<file path="src/rtl/tsgtq_pkg.sv">
`default_nettype none

package tsgtq_pkg;

  // field widths
  localparam int unsigned TIME_W   = 32;
  localparam int unsigned ENTRY_W  = 32;
  localparam int unsigned KIND_W   = 2;
  localparam int unsigned QCOUNT_W = 3;
  localparam int unsigned WIDTH_W  = 16;
  localparam int unsigned NSLOT_W  = 8;
  localparam int unsigned GUARD_W  = 15;
  localparam int unsigned CFG_IDX_W = 3;

  // divider geometry: one quotient bit per step
  localparam int unsigned DIV_STEPS  = TIME_W;
  localparam int unsigned DIV_STEP_W = $clog2(DIV_STEPS);

  // register reset values
  localparam logic [WIDTH_W-1:0] SLOT_WIDTH_RST = 16'd900;
  localparam logic [NSLOT_W-1:0] NUM_SLOTS_RST  = 8'd2;
  localparam logic [NSLOT_W-1:0] MY_SLOT_RST    = 8'd0;
  localparam logic [GUARD_W-1:0] GUARD_RST      = 15'd20;
  localparam logic [TIME_W-1:0]  STALE_RST      = 32'd300000;
  localparam logic [TIME_W-1:0]  LAST_SLOT_RST  = 32'hFFFF_FFFF;

  // item kinds
  typedef enum logic [KIND_W-1:0] {
    KIND_POLL = 2'd0,
    KIND_SYNC = 2'd1,
    KIND_ENQ  = 2'd2,
    KIND_NOP  = 2'd3
  } kind_e;

  // configuration register indexes
  typedef enum logic [CFG_IDX_W-1:0] {
    CFG_SLOT_WIDTH = 3'd0,
    CFG_NUM_SLOTS  = 3'd1,
    CFG_MY_SLOT    = 3'd2,
    CFG_GUARD      = 3'd3,
    CFG_STALE      = 3'd4
  } cfg_idx_e;

  // sequencer states
  typedef enum logic [2:0] {
    ST_IDLE,
    ST_AGE,
    ST_PREP,
    ST_SLOT_GO,
    ST_SLOT_WAIT,
    ST_FRAME_GO,
    ST_FRAME_WAIT,
    ST_FINISH
  } state_e;

  typedef struct packed {
    logic [KIND_W-1:0]  kind;
    logic [TIME_W-1:0]  now_ms;
    logic [TIME_W-1:0]  sync_time_ms;
    logic [ENTRY_W-1:0] entry;
  } in_beat_t;

  typedef struct packed {
    logic                sent;
    logic [ENTRY_W-1:0]  sent_entry;
    logic                evicted;
    logic [QCOUNT_W-1:0] queue_count;
    logic [TIME_W-1:0]   slot_number;
  } out_beat_t;

  // queue control from the sequencer
  typedef struct packed {
    logic push;
    logic pop;
  } q_ctrl_t;

endpackage

`default_nettype wire

</file>
<file path="src/rtl/tsgtq_div.sv">
`default_nettype none

module tsgtq_div (
  input  logic                          clk_i,
  input  logic                          rst_ni,
  input  logic                          start_i,
  input  logic [tsgtq_pkg::TIME_W-1:0]  dividend_i,
  input  logic [tsgtq_pkg::WIDTH_W-1:0] divisor_i,
  output logic                          busy_o,
  output logic                          done_o,
  output logic [tsgtq_pkg::TIME_W-1:0]  quotient_o,
  output logic [tsgtq_pkg::WIDTH_W-1:0] remainder_o
);
  import tsgtq_pkg::*;

  logic                  busy_q, done_q;
  logic [DIV_STEP_W-1:0] step_q;
  logic [TIME_W-1:0]     quo_q;
  logic [WIDTH_W-1:0]    rem_q;
  logic [WIDTH_W-1:0]    dsr_q;
  logic [WIDTH_W:0]      trial;
  logic [WIDTH_W+1:0]    diff;
  logic                  ge;

  // restoring step: shift in next dividend bit, trial subtract
  assign trial = {rem_q, quo_q[TIME_W-1]};
  assign diff  = {1'b0, trial} - {2'b00, dsr_q};
  assign ge    = ~diff[WIDTH_W+1];

  // control
  always_ff @(posedge clk_i or negedge rst_ni) begin
    if (!rst_ni) begin
      busy_q <= 1'b0;
      done_q <= 1'b0;
      step_q <= '0;
    end else if (start_i) begin
      busy_q <= 1'b1;
      done_q <= 1'b0;
      step_q <= '0;
    end else if (busy_q) begin
      step_q <= step_q + 1'b1;
      if (step_q == DIV_STEP_W'(DIV_STEPS - 1)) begin
        busy_q <= 1'b0;
        done_q <= 1'b1;
      end
    end else begin
      done_q <= 1'b0;
    end
  end

  // datapath
  always_ff @(posedge clk_i) begin
    if (start_i) begin
      quo_q <= dividend_i;
      rem_q <= '0;
      dsr_q <= divisor_i;
    end else if (busy_q) begin
      rem_q <= ge ? diff[WIDTH_W-1:0] : trial[WIDTH_W-1:0];
      quo_q <= {quo_q[TIME_W-2:0], ge};
    end
  end

  assign busy_o      = busy_q;
  assign done_o      = done_q;
  assign quotient_o  = quo_q;
  assign remainder_o = rem_q;

endmodule

`default_nettype wire

</file>
<file path="src/rtl/tsgtq_queue.sv">
`default_nettype none

module tsgtq_queue #(
  parameter int unsigned DEPTH = 4,
  parameter int unsigned CNT_W = 3
) (
  input  logic                          clk_i,
  input  logic                          rst_ni,
  input  tsgtq_pkg::q_ctrl_t            ctrl_i,
  input  logic [tsgtq_pkg::ENTRY_W-1:0] wdata_i,
  output logic [tsgtq_pkg::ENTRY_W-1:0] rdata_o,
  output logic [CNT_W-1:0]              count_o,
  output logic [CNT_W-1:0]              count_next_o
);
  import tsgtq_pkg::*;

  localparam int unsigned PTR_W = (DEPTH > 1) ? $clog2(DEPTH) : 1;

  logic [ENTRY_W-1:0] mem [DEPTH];
  logic [ENTRY_W-1:0] rdata_q;
  logic [PTR_W-1:0]   head_q, tail_q;
  logic [CNT_W-1:0]   count_q, count_d;

  function automatic logic [PTR_W-1:0] wrap_inc(input logic [PTR_W-1:0] p);
    logic [PTR_W-1:0] r;
    if (p == PTR_W'(DEPTH - 1)) r = '0;
    else                        r = p + 1'b1;
    return r;
  endfunction

  // occupancy after this cycle's push and pop
  always_comb begin
    count_d = count_q;
    if (ctrl_i.push && !ctrl_i.pop) count_d = count_q + 1'b1;
    if (!ctrl_i.push && ctrl_i.pop) count_d = count_q - 1'b1;
  end

  // pointers and count
  always_ff @(posedge clk_i or negedge rst_ni) begin
    if (!rst_ni) begin
      head_q  <= '0;
      tail_q  <= '0;
      count_q <= '0;
    end else begin
      if (ctrl_i.pop)  head_q <= wrap_inc(head_q);
      if (ctrl_i.push) tail_q <= wrap_inc(tail_q);
      count_q <= count_d;
    end
  end

  // storage, head read registered
  always_ff @(posedge clk_i) begin
    if (ctrl_i.push) mem[tail_q] <= wdata_i;
    rdata_q <= mem[head_q];
  end

  assign rdata_o      = rdata_q;
  assign count_o      = count_q;
  assign count_next_o = count_d;

endmodule

`default_nettype wire

</file>
<file path="src/rtl/tdma_slot_gated_tx_queue_core.sv">
`default_nettype none

// TDMA slot-gated transmit queue.
// Input channel (in_valid_i/in_ready_o, in_data_i) takes one beat per item:
// poll, sync, enqueue or no-op. Output channel (out_valid_o/out_ready_i,
// out_data_o) returns exactly one result beat per item, in order.
// Configuration is a plain write port (cfg_we_i, cfg_idx_i, cfg_wdata_i), to be
// written only while the block is idle; the user must keep to this, as the block does not enforce it.
// Sync, enqueue and no-op go from accept straight to the finish state.
// A poll runs a 32-step serial divide (session time by slot width); with a
// current sync it runs a second 32-step divide (slot by frame length).
// The shared divider yields one quotient bit per cycle; one item is in work
// at a time.
// The result sits in an output register; the next item is accepted while it
// waits. If the receiver stalls, a finished item holds until the register
// frees and input stays not ready meanwhile.
// Reset empties the queue, drops the sync and restores register defaults.
module tdma_slot_gated_tx_queue_core #(
  parameter int unsigned QUEUE_DEPTH = 4
) (
  input  logic                            clk_i,
  input  logic                            rst_ni,
  input  logic                            in_valid_i,
  output logic                            in_ready_o,
  input  tsgtq_pkg::in_beat_t             in_data_i,
  output logic                            out_valid_o,
  input  logic                            out_ready_i,
  output tsgtq_pkg::out_beat_t            out_data_o,
  input  logic                            cfg_we_i,
  input  logic [tsgtq_pkg::CFG_IDX_W-1:0] cfg_idx_i,
  input  logic [tsgtq_pkg::TIME_W-1:0]    cfg_wdata_i
);
  import tsgtq_pkg::*;

  localparam int unsigned CNT_W = $clog2(QUEUE_DEPTH + 1);

  // configuration registers
  logic [WIDTH_W-1:0] slot_width_q;
  logic [NSLOT_W-1:0] num_slots_q;
  logic [NSLOT_W-1:0] my_slot_q;
  logic [GUARD_W-1:0] guard_q;
  logic [TIME_W-1:0]  stale_q;

  // sync and gating state
  logic [TIME_W-1:0]  sync_session_q, sync_local_q;
  logic               has_synced_q;
  logic [TIME_W-1:0]  last_slot_q;

  // per-item working registers
  state_e             state_q, state_d;
  in_beat_t           item_q;
  logic [TIME_W-1:0]  age_q;
  logic               unsynced_q;
  logic [TIME_W-1:0]  dividend_q;
  logic [TIME_W-1:0]  slot_q;
  logic [WIDTH_W-1:0] pos_q;
  logic [NSLOT_W-1:0] frame_rem_q;

  // output register
  logic               out_valid_q;
  out_beat_t          out_q, out_d;

  // control
  logic               accept, fire, div_start;
  logic               div_busy, div_done;
  logic [TIME_W-1:0]  div_quo;
  logic [WIDTH_W-1:0] div_rem;
  logic [TIME_W-1:0]  div_dividend;
  logic [WIDTH_W-1:0] div_divisor;
  logic [WIDTH_W-1:0] width_eff;
  logic [NSLOT_W-1:0] nslots_eff;
  logic               may_send, do_send, is_full;
  logic [WIDTH_W:0]   pos_end;
  q_ctrl_t            q_ctrl;
  logic [ENTRY_W-1:0] head_entry;
  logic [CNT_W-1:0]   q_count, q_count_next;
  logic [CNT_W+2:0]   q_count_ext;

  assign width_eff  = (slot_width_q == '0) ? WIDTH_W'(1) : slot_width_q;
  assign nslots_eff = (num_slots_q == '0) ? NSLOT_W'(1) : num_slots_q;

  // configuration writes
  always_ff @(posedge clk_i or negedge rst_ni) begin
    if (!rst_ni) begin
      slot_width_q <= SLOT_WIDTH_RST;
      num_slots_q  <= NUM_SLOTS_RST;
      my_slot_q    <= MY_SLOT_RST;
      guard_q      <= GUARD_RST;
      stale_q      <= STALE_RST;
    end else if (cfg_we_i) begin
      case (cfg_idx_i)
        CFG_SLOT_WIDTH: slot_width_q <= cfg_wdata_i[WIDTH_W-1:0];
        CFG_NUM_SLOTS:  num_slots_q  <= cfg_wdata_i[NSLOT_W-1:0];
        CFG_MY_SLOT:    my_slot_q    <= cfg_wdata_i[NSLOT_W-1:0];
        CFG_GUARD:      guard_q      <= cfg_wdata_i[GUARD_W-1:0];
        CFG_STALE:      stale_q      <= cfg_wdata_i;
        default:        ;
      endcase
    end
  end

  // next state
  always_comb begin
    state_d = state_q;
    case (state_q)
      ST_IDLE: begin
        if (accept) begin
          state_d = (kind_e'(in_data_i.kind) == KIND_POLL) ? ST_AGE : ST_FINISH;
        end
      end
      ST_AGE:       state_d = ST_PREP;
      ST_PREP:      state_d = ST_SLOT_GO;
      ST_SLOT_GO:   state_d = ST_SLOT_WAIT;
      ST_SLOT_WAIT: begin
        if (div_done) state_d = unsynced_q ? ST_FINISH : ST_FRAME_GO;
      end
      ST_FRAME_GO:  state_d = ST_FRAME_WAIT;
      ST_FRAME_WAIT: begin
        if (div_done) state_d = ST_FINISH;
      end
      ST_FINISH: begin
        if (fire) state_d = ST_IDLE;
      end
      default:      state_d = ST_IDLE;
    endcase
  end

  // sequencer outputs
  always_comb begin
    in_ready_o   = 1'b0;
    div_start    = 1'b0;
    fire         = 1'b0;
    div_dividend = slot_q;
    div_divisor  = {{(WIDTH_W-NSLOT_W){1'b0}}, nslots_eff};
    case (state_q)
      ST_IDLE:     in_ready_o = 1'b1;
      ST_SLOT_GO: begin
        div_start    = 1'b1;
        div_dividend = dividend_q;
        div_divisor  = width_eff;
      end
      ST_FRAME_GO: div_start = 1'b1;
      ST_FINISH:   fire = !out_valid_q || out_ready_i;
      default:     ;
    endcase
  end

  assign accept = in_valid_i && in_ready_o;

  always_ff @(posedge clk_i or negedge rst_ni) begin
    if (!rst_ni) state_q <= ST_IDLE;
    else         state_q <= state_d;
  end

  // working registers along the poll sequence
  always_ff @(posedge clk_i) begin
    if (accept) item_q <= in_data_i;
    if (state_q == ST_AGE) age_q <= item_q.now_ms - sync_local_q;
    if (state_q == ST_PREP) begin
      unsynced_q <= !has_synced_q || (age_q > stale_q);
      dividend_q <= (!has_synced_q || (age_q > stale_q)) ? item_q.now_ms
                                                         : sync_session_q + age_q;
    end
    if (state_q == ST_SLOT_WAIT && div_done) begin
      slot_q <= div_quo;
      pos_q  <= div_rem;
    end
    if (state_q == ST_FRAME_WAIT && div_done) frame_rem_q <= div_rem[NSLOT_W-1:0];
  end

  // gating decision
  assign pos_end  = {1'b0, pos_q} + {2'b00, guard_q};
  assign may_send = unsynced_q ||
                    ((frame_rem_q == my_slot_q) &&
                     (pos_q >= {1'b0, guard_q}) &&
                     (pos_end < {1'b0, width_eff}));
  assign do_send  = (q_count != '0) && may_send && (slot_q != last_slot_q);
  assign is_full  = (q_count == CNT_W'(QUEUE_DEPTH));

  // queue operations for the finishing item
  always_comb begin
    q_ctrl = '0;
    if (fire) begin
      case (kind_e'(item_q.kind))
        KIND_POLL: q_ctrl.pop = do_send;
        KIND_ENQ: begin
          q_ctrl.push = 1'b1;
          q_ctrl.pop  = is_full;
        end
        default: ;
      endcase
    end
  end

  assign q_count_ext = {3'b000, q_count_next};

  // result beat
  always_comb begin
    out_d             = '0;
    out_d.queue_count = q_count_ext[QCOUNT_W-1:0];
    case (kind_e'(item_q.kind))
      KIND_POLL: begin
        out_d.slot_number = slot_q;
        out_d.sent        = do_send;
        out_d.sent_entry  = do_send ? head_entry : '0;
      end
      KIND_ENQ:  out_d.evicted = is_full;
      default:   ;
    endcase
  end

  // sync, last slot and output valid
  always_ff @(posedge clk_i or negedge rst_ni) begin
    if (!rst_ni) begin
      sync_session_q <= '0;
      sync_local_q   <= '0;
      has_synced_q   <= 1'b0;
      last_slot_q    <= LAST_SLOT_RST;
      out_valid_q    <= 1'b0;
    end else begin
      if (fire && kind_e'(item_q.kind) == KIND_SYNC) begin
        sync_session_q <= item_q.sync_time_ms;
        sync_local_q   <= item_q.now_ms;
        has_synced_q   <= 1'b1;
      end
      if (fire && kind_e'(item_q.kind) == KIND_POLL && do_send) last_slot_q <= slot_q;
      if (fire)             out_valid_q <= 1'b1;
      else if (out_ready_i) out_valid_q <= 1'b0;
    end
  end

  always_ff @(posedge clk_i) begin
    if (fire) out_q <= out_d;
  end

  assign out_valid_o = out_valid_q;
  assign out_data_o  = out_q;

  tsgtq_div u_div (
    .clk_i       (clk_i),
    .rst_ni      (rst_ni),
    .start_i     (div_start),
    .dividend_i  (div_dividend),
    .divisor_i   (div_divisor),
    .busy_o      (div_busy),
    .done_o      (div_done),
    .quotient_o  (div_quo),
    .remainder_o (div_rem)
  );

  tsgtq_queue #(
    .DEPTH (QUEUE_DEPTH),
    .CNT_W (CNT_W)
  ) u_queue (
    .clk_i        (clk_i),
    .rst_ni       (rst_ni),
    .ctrl_i       (q_ctrl),
    .wdata_i      (item_q.entry),
    .rdata_o      (head_entry),
    .count_o      (q_count),
    .count_next_o (q_count_next)
  );

`ifndef ASSERT_OFF
  // occupancy never exceeds the queue depth
  a_count_bound: assert property (@(posedge clk_i) disable iff (!rst_ni)
    q_count <= CNT_W'(QUEUE_DEPTH))
    else $error("queue count above depth");

  // divider is never restarted while a division is in progress
  a_div_idle_start: assert property (@(posedge clk_i) disable iff (!rst_ni)
    div_start |-> !div_busy)
    else $error("divider restarted while busy");

  // a release records its slot so the same slot cannot release again
  a_last_slot: assert property (@(posedge clk_i) disable iff (!rst_ni)
    (fire && q_ctrl.pop && kind_e'(item_q.kind) == KIND_POLL) |=>
      (last_slot_q == $past(slot_q)))
    else $error("last slot not updated on release");

  // a pop never happens on an empty queue
  a_no_underflow: assert property (@(posedge clk_i) disable iff (!rst_ni)
    q_ctrl.pop |-> (q_count != '0))
    else $error("pop from empty queue");
`endif

endmodule

`default_nettype wire
</file>
<file path="config.mk">
export PLATFORM = sky130hd
export DESIGN_NAME = tdma_slot_gated_tx_queue_core
export DESIGN_NICKNAME = d
export VERILOG_FILES = /design/src/rtl/tsgtq_pkg.sv /design/src/rtl/tsgtq_div.sv /design/src/rtl/tsgtq_queue.sv /design/src/rtl/tdma_slot_gated_tx_queue_core.sv
export SDC_FILE = /design/constraint.sdc
export NUM_CORES = 1
export LEC_CHECK = 0
export CAP_MARGIN = 20
export CORE_AREA = 2 2 284 286
export DETAILED_ROUTE_END_ITERATION = 7
export DIE_AREA = 0 0 286 288
export DONT_BUFFER_PORTS = 1
export PLACE_DENSITY = 0.64
export SYNTH_ARGS = -nofsm -noshare
export SYNTH_HDL_FRONTEND = slang
export SYNTH_SLANG_ARGS = --single-unit
</file>
<file path="constraint.sdc">
create_clock -name clk_i -period 19.4 [get_ports clk_i]
set_clock_uncertainty 0.2 [all_clocks]
set_input_delay 1.94 -clock clk_i [delete_from_list [all_inputs] [get_ports clk_i]]
set_output_delay 1.94 -clock clk_i [all_outputs]
set_load 0.02 [all_outputs]
</file>
After elaboration in Yosys (flattened, before gate mapping)
Memories as Yosys holds them, arrays and structs flattened. A register that Yosys moved wholly into a read port is not among the register bits.
Index checks and enable logic that the tools add are counted.
{"block": "word_totals", "out_inout_bits": 71, "elab_cells": 147, "ram_bits": 128, "latch_bits": 0, "mem_bits_ro": 0, "reg_bits": 546, "mem_count": 1}
{"memory": "u_queue.mem", "depth": 4, "width": 32, "read_ports": 1, "rd_ports_with_merged_regs": 1, "write_ports": 1, "line_no": "tsgtq_queue.sv:19", "rtl": "logic [ENTRY_W-1:0] mem [DEPTH];"}
{"block": "op_classes", "n_bitwise": 1, "n_eq_ne": 24, "muxes": 37, "multipliers": 0, "div": 0, "n_shift": 0, "n_reduce_logical": 36, "magnitude_cmp": 3, "n_addsub": 9}
{"cell": "32-bit two-way mux", "n": 4}
{"cell": "32-bit adder", "n": 1}
{"cell": "32-bit > comparator", "n": 1}
{"cell": "16-bit two-way mux", "n": 2}
{"cell": "32-bit inequality test", "n": 1}
{"cell": "32-bit subtractor", "n": 1}
{"cell": "3-bit one-hot mux with 8 select lines", "n": 1}
{"cell": "3-bit two-way mux", "n": 7}
{"cell": "3-bit equality test, second input constant", "n": 6}
{"cell": "17-bit by 16-bit subtractor with 18-bit output", "n": 1}
{"cell": "16-bit by 15-bit adder with 17-bit output", "n": 1}
{"cell": "17-bit by 16-bit < comparator with 1-bit output", "n": 1}
{"cell": "16-bit by 15-bit greater-or-equal comparator with 1-bit output", "n": 1}
{"cell": "16-bit zero test", "n": 1}
{"cell": "8-bit two-way mux", "n": 2}
{"cell": "1-bit two-way mux", "n": 14}
{"cell": "3-bit by 2-bit equality test with 1-bit output, second input constant", "n": 4}
{"cell": "1-bit logical AND", "n": 12}
{"cell": "2-bit AND reduction", "n": 6}
{"cell": "5-bit two-way mux", "n": 2}
{"cell": "8-bit equality test", "n": 1}
{"cell": "8-bit zero test", "n": 1}
{"cell": "2-bit two-way mux", "n": 4}
{"cell": "2-bit equality test, second input constant", "n": 3}
{"cell": "other kinds (20)", "n": 32}

Depth between registers and ports, before layout
{"block": "logic_depth", "word_depth": 13, "ltp_mapped": 24, "ltp_nobuf": 22}

Hierarchy
From an unflattened synthesis, not the netlist that was laid out.
{"block": "unflattened", "hier_cells": 2469, "area_unflattened_um2": 32209.6}
{"mod": "tdma_slot_gated_tx_queue_core", "area_each_um2": 22481.6, "cells_per_inst": 1872, "instances": 1, "seq_area_each_um2": 13211.4}
{"mod": "tsgtq_queue", "area_each_um2": 5723.0, "cells_per_inst": 239, "instances": 1, "seq_area_each_um2": 4659.5}
{"mod": "tsgtq_div", "area_each_um2": 4005.1, "cells_per_inst": 358, "instances": 1, "seq_area_each_um2": 1936.9}

Least setup slack after synthesis
OpenSTA, ideal clock, no wires.
{"block": "synth_timing", "kind": "register to register", "start": "register state_q[2]", "end": "register pos_q[0] (enable)", "n_path_buf": 1, "setup_slack_ns": 13.236, "required_time_ns": 18.627, "period_less_slack_ns": 6.164, "setup_time_ns": 0.573, "path_stages_with_launch": 4, "arrival_time_ns": 5.391, "cell_sequence": "dfrtp_1 clkbuf_1 inv_1 nor4_1"}
{"block": "synth_via", "elab_chain_cells": 2}
{"element": "start, declared", "line_no": "tdma_slot_gated_tx_queue_core.sv:50", "rtl": "state_e state_q, state_d;"}
{"element": "start signal, assigned", "line_no": "tdma_slot_gated_tx_queue_core.sv:152", "rtl": "else state_q <= state_d;"}
{"element": "3-bit equality test", "line_no": "tdma_slot_gated_tx_queue_core.sv:164", "rtl": "if (state_q == ST_SLOT_WAIT && div_done) begin"}
{"element": "1-bit logical AND", "line_no": "tdma_slot_gated_tx_queue_core.sv:164"}
{"element": "end signal, assigned", "line_no": "tdma_slot_gated_tx_queue_core.sv:166", "rtl": "pos_q <= div_rem;"}
{"element": "end, declared", "line_no": "tdma_slot_gated_tx_queue_core.sv:56", "rtl": "logic [WIDTH_W-1:0] pos_q;"}
No other way between the ends.
A chain may end at the register's enable or synchronous reset.

==> impl_metrics.toml <==
[yosys]
synth_cell_types = 77
yosysMostFrequentCell = "edfxtp_1"
synth_edf_count = 464
synth_area_um2 = 31600
ys_ff_latch = 706
yosysSeqAreaShare = 0.628
yosys_most_used_dff = "edfxtp_1"
yosysTopAreaCellShare = 0.442
synthTopCellsByCount = "464 x edfxtp_1, 225 x nand2_1, 165 x ha_1, 165 x o21ai_0, 151 x inv_1"
yosys_warnings = 0
syn-num-nets = 2723
synth.avg_cell_area_um2 = 13.1
synthTopCellsByArea = "edfxtp_1 44%, dfrtp_1 12%, ha_1 6.5%"
synthArstFlopShare = 0.275
yosys.area.top_type = "edfxtp_1"
synthCells = 2416

[worst_setup_path]
critPathKind = "reg -> reg"
path_cells = "inv_1 > ha_1 > o21bai_1 > a221oi_1 > o21bai_1 > a21oi_1 > o221ai_1 > a21oi_1 > xor2_1 > ha_1 > a21o_1 > a2111oi_0 > nand3_1 > a211oi_2 > o21a_1 > buf_4 > nand2_4 > a32oi_1"
critPathMaxStageDelay_ns = 0.54
critPathLaunchType = "register"
cp-end-kind = "register"
crit_slowest_cell = "dfstp_2"
critPathMaxFanout = 37
r2r_slack_ns = 14.08
critPathRequiredTime_ns = 19.64
cp_data_arrival_time_ns = 5.56

[flow_run]
maxCapViolations = 0

[clock_tree]
ctsLongestPathBuffers = 3
clk_latency_ns = 0.63
cts_root_buffer = "clkbuf_16"
cts_made_buffers = 77
h-tree-depth = 3
cts.reportedPaths.clkPinSlew_ns = 0.06
cts_sinks = 706
cts_setup_buffers = 0
postCtsHoldBufs = 0
cts_resized = 0
cts_tree = "yes"

[pwr]
p_leak_nw = 13.6
pwr_density_cell_nw_per_um2 = 159
p_total_mw = 5.61
ir_drop_v = 0.000112

[placed_design]
placed_area_um2 = 32800
place_inst = 3421
pre_cts_ws_ns = 14.01
dp_hpwl_um = 51100
portBuffers = 0
place_congestion = 0.949

[sta]
maxSlewViolCount = 0
period_share = 0.274
layout_min_cycle_time_ns = 5.32
tightest_slew_ns = 1.12
rsz0062_at_grt = "no"
setup_ws_ns = 14.08
finalSetupViolCount = 0
relSlewSlack = 0.246
hold_viol = 0
fin_setup_tns_ns = 0
holdWs_ns = 0.245
fmax_mhz = 188

[outcome]
status = "finished, final reports clean"

[global_route]
grt_max_degree = 195
grt_pass1_wl_um = 110000
grt_pass1_vias = 18900
grt_usage = 0.173
antenna_found_initial = 1
grt-ovfl-total = 0

[routing]
drc = 0
ant_nets = 0
wl_per_cell_um = 20.1
drtIter0Drc = 1406
finalWirelength_um = 71500
vias = 18600
vias_per_cell = 5.22
dr.pass1.iters = 5

[die]
dieArea_um2 = 82400
dieHeight_um = 288
io_pins = 209
rows = 104
die_x_um = 286
coreArea_um2 = 79600
start_util = 0.396

[cells_and_area]
drive_gt1_frac = 0.140
diodes = 0
stdcell_area_um2 = 35300
synthToLayoutAreaGrowth_pct = 12.0
post-route-util = 0.444
nets = 2748
finalNonFillerCells = 3564

[min_path]
hp-class = "reg -> reg"
-- metal layers --
layer,GRT usage,wire [µm]
met3,0.0290,3280
met1,0.229,31800
met2,0.293,34800
met4,0.0501,1520
met5,0,0
-- registers in the layout, summed over array words and instances (netlist names), 15 cells and up --
signal / count
u_div.quotient_o: 32
slot_width_q: 16
sync_session_q: 32
pos_q: 16
u_div.dsr_q: 16
u_div.remainder_o: 16
u_queue.mem: 128
last_slot_q: 32
out_data_o: 69
sync_local_q: 32
guard_q: 15
u_queue.rdata_o: 32
stale_q: 32
item_q: 98
age_q: 32
dividend_q: 32
slot_q: 32
-- worst max-delay path: cells and delay by family, from the launching register on --
kind            cells  cell delay, ns
simple gates        2            0.46
compound gates     11            2.79
flops               1            0.54
fa+ha+maj           2            0.60
xor+xnor            1            0.17
buf+inv             2            0.39
-- cell usage in the layout, fill, tap and decap left out, types with 48 or more instances in the layout --
cell type	netlist	routed
xnor2_1	57	57
clkbuf_16	0	78
o21ai_0	165	165
a21o_1	48	48
ha_1	165	165
mux2_2	102	102
inv_1	151	151
dfrtp_1	147	146
nor2_1	114	114
nand2_1	225	225
and2_1	73	72
edfxtp_1	464	464
a21oi_1	99	99
dfxtp_1	48	48
xor2_1	67	67
-- power breakdown --
part,total (mW),switching (mW),internal (mW)
Sequential,2.41,0.285,2.12
Clock,1.44,0.602,0.842
Combinational,1.76,0.995,0.765
Total,5.61,1.88,3.73
-- final cells by class --
cell class,instances,area [µm²]
Fill cell,7133,44300
Sequential cell,706,19800
Multi-Input combinational cell,1479,10900
Clock buffer,111,2170
Tap cell,1060,1330
Inverter,153,576
Clock inverter,31,380
Timing Repair Buffer,24,200
-- path summary, 6_finish.rpt --
check | to | start | depth (start not counted)
worst max-delay path | out_data_o[33]$_DFFE_PP_ | guard_q[2]$_DFFE_PN1P_ | 18
worst min-delay path | slot_q[15]$_DFFE_PP_ | u_div.quotient_o[15]$_DFFE_PP_ | 0
worst max register to register | out_data_o[33]$_DFFE_PP_ | guard_q[2]$_DFFE_PN1P_ | 18
worst min register to register | slot_q[15]$_DFFE_PP_ | u_div.quotient_o[15]$_DFFE_PP_ | 0
max in group asynchronous | last_slot_q[21]$_DFFE_PN1P_ | rst_ni | 0
min in group asynchronous | sync_session_q[2]$_DFFE_PN0P_ | rst_ni | 0
-- cells by family (layout without fill, tap and decap cells) --
logic type	after synthesis	in the layout	synth area share
AO/OA/AOI/OAI	466	466	0.0907
XOR/XNOR	124	124	0.0344
adder cells (fa/ha/maj)	169	169	0.0680
buffers and inverters	231	319	0.0288
flip-flops	706	706	0.628
multiplexers	149	149	0.0641
AND/OR/NAND/NOR	571	571	0.0864
Power figures use the tool's default switching activity.
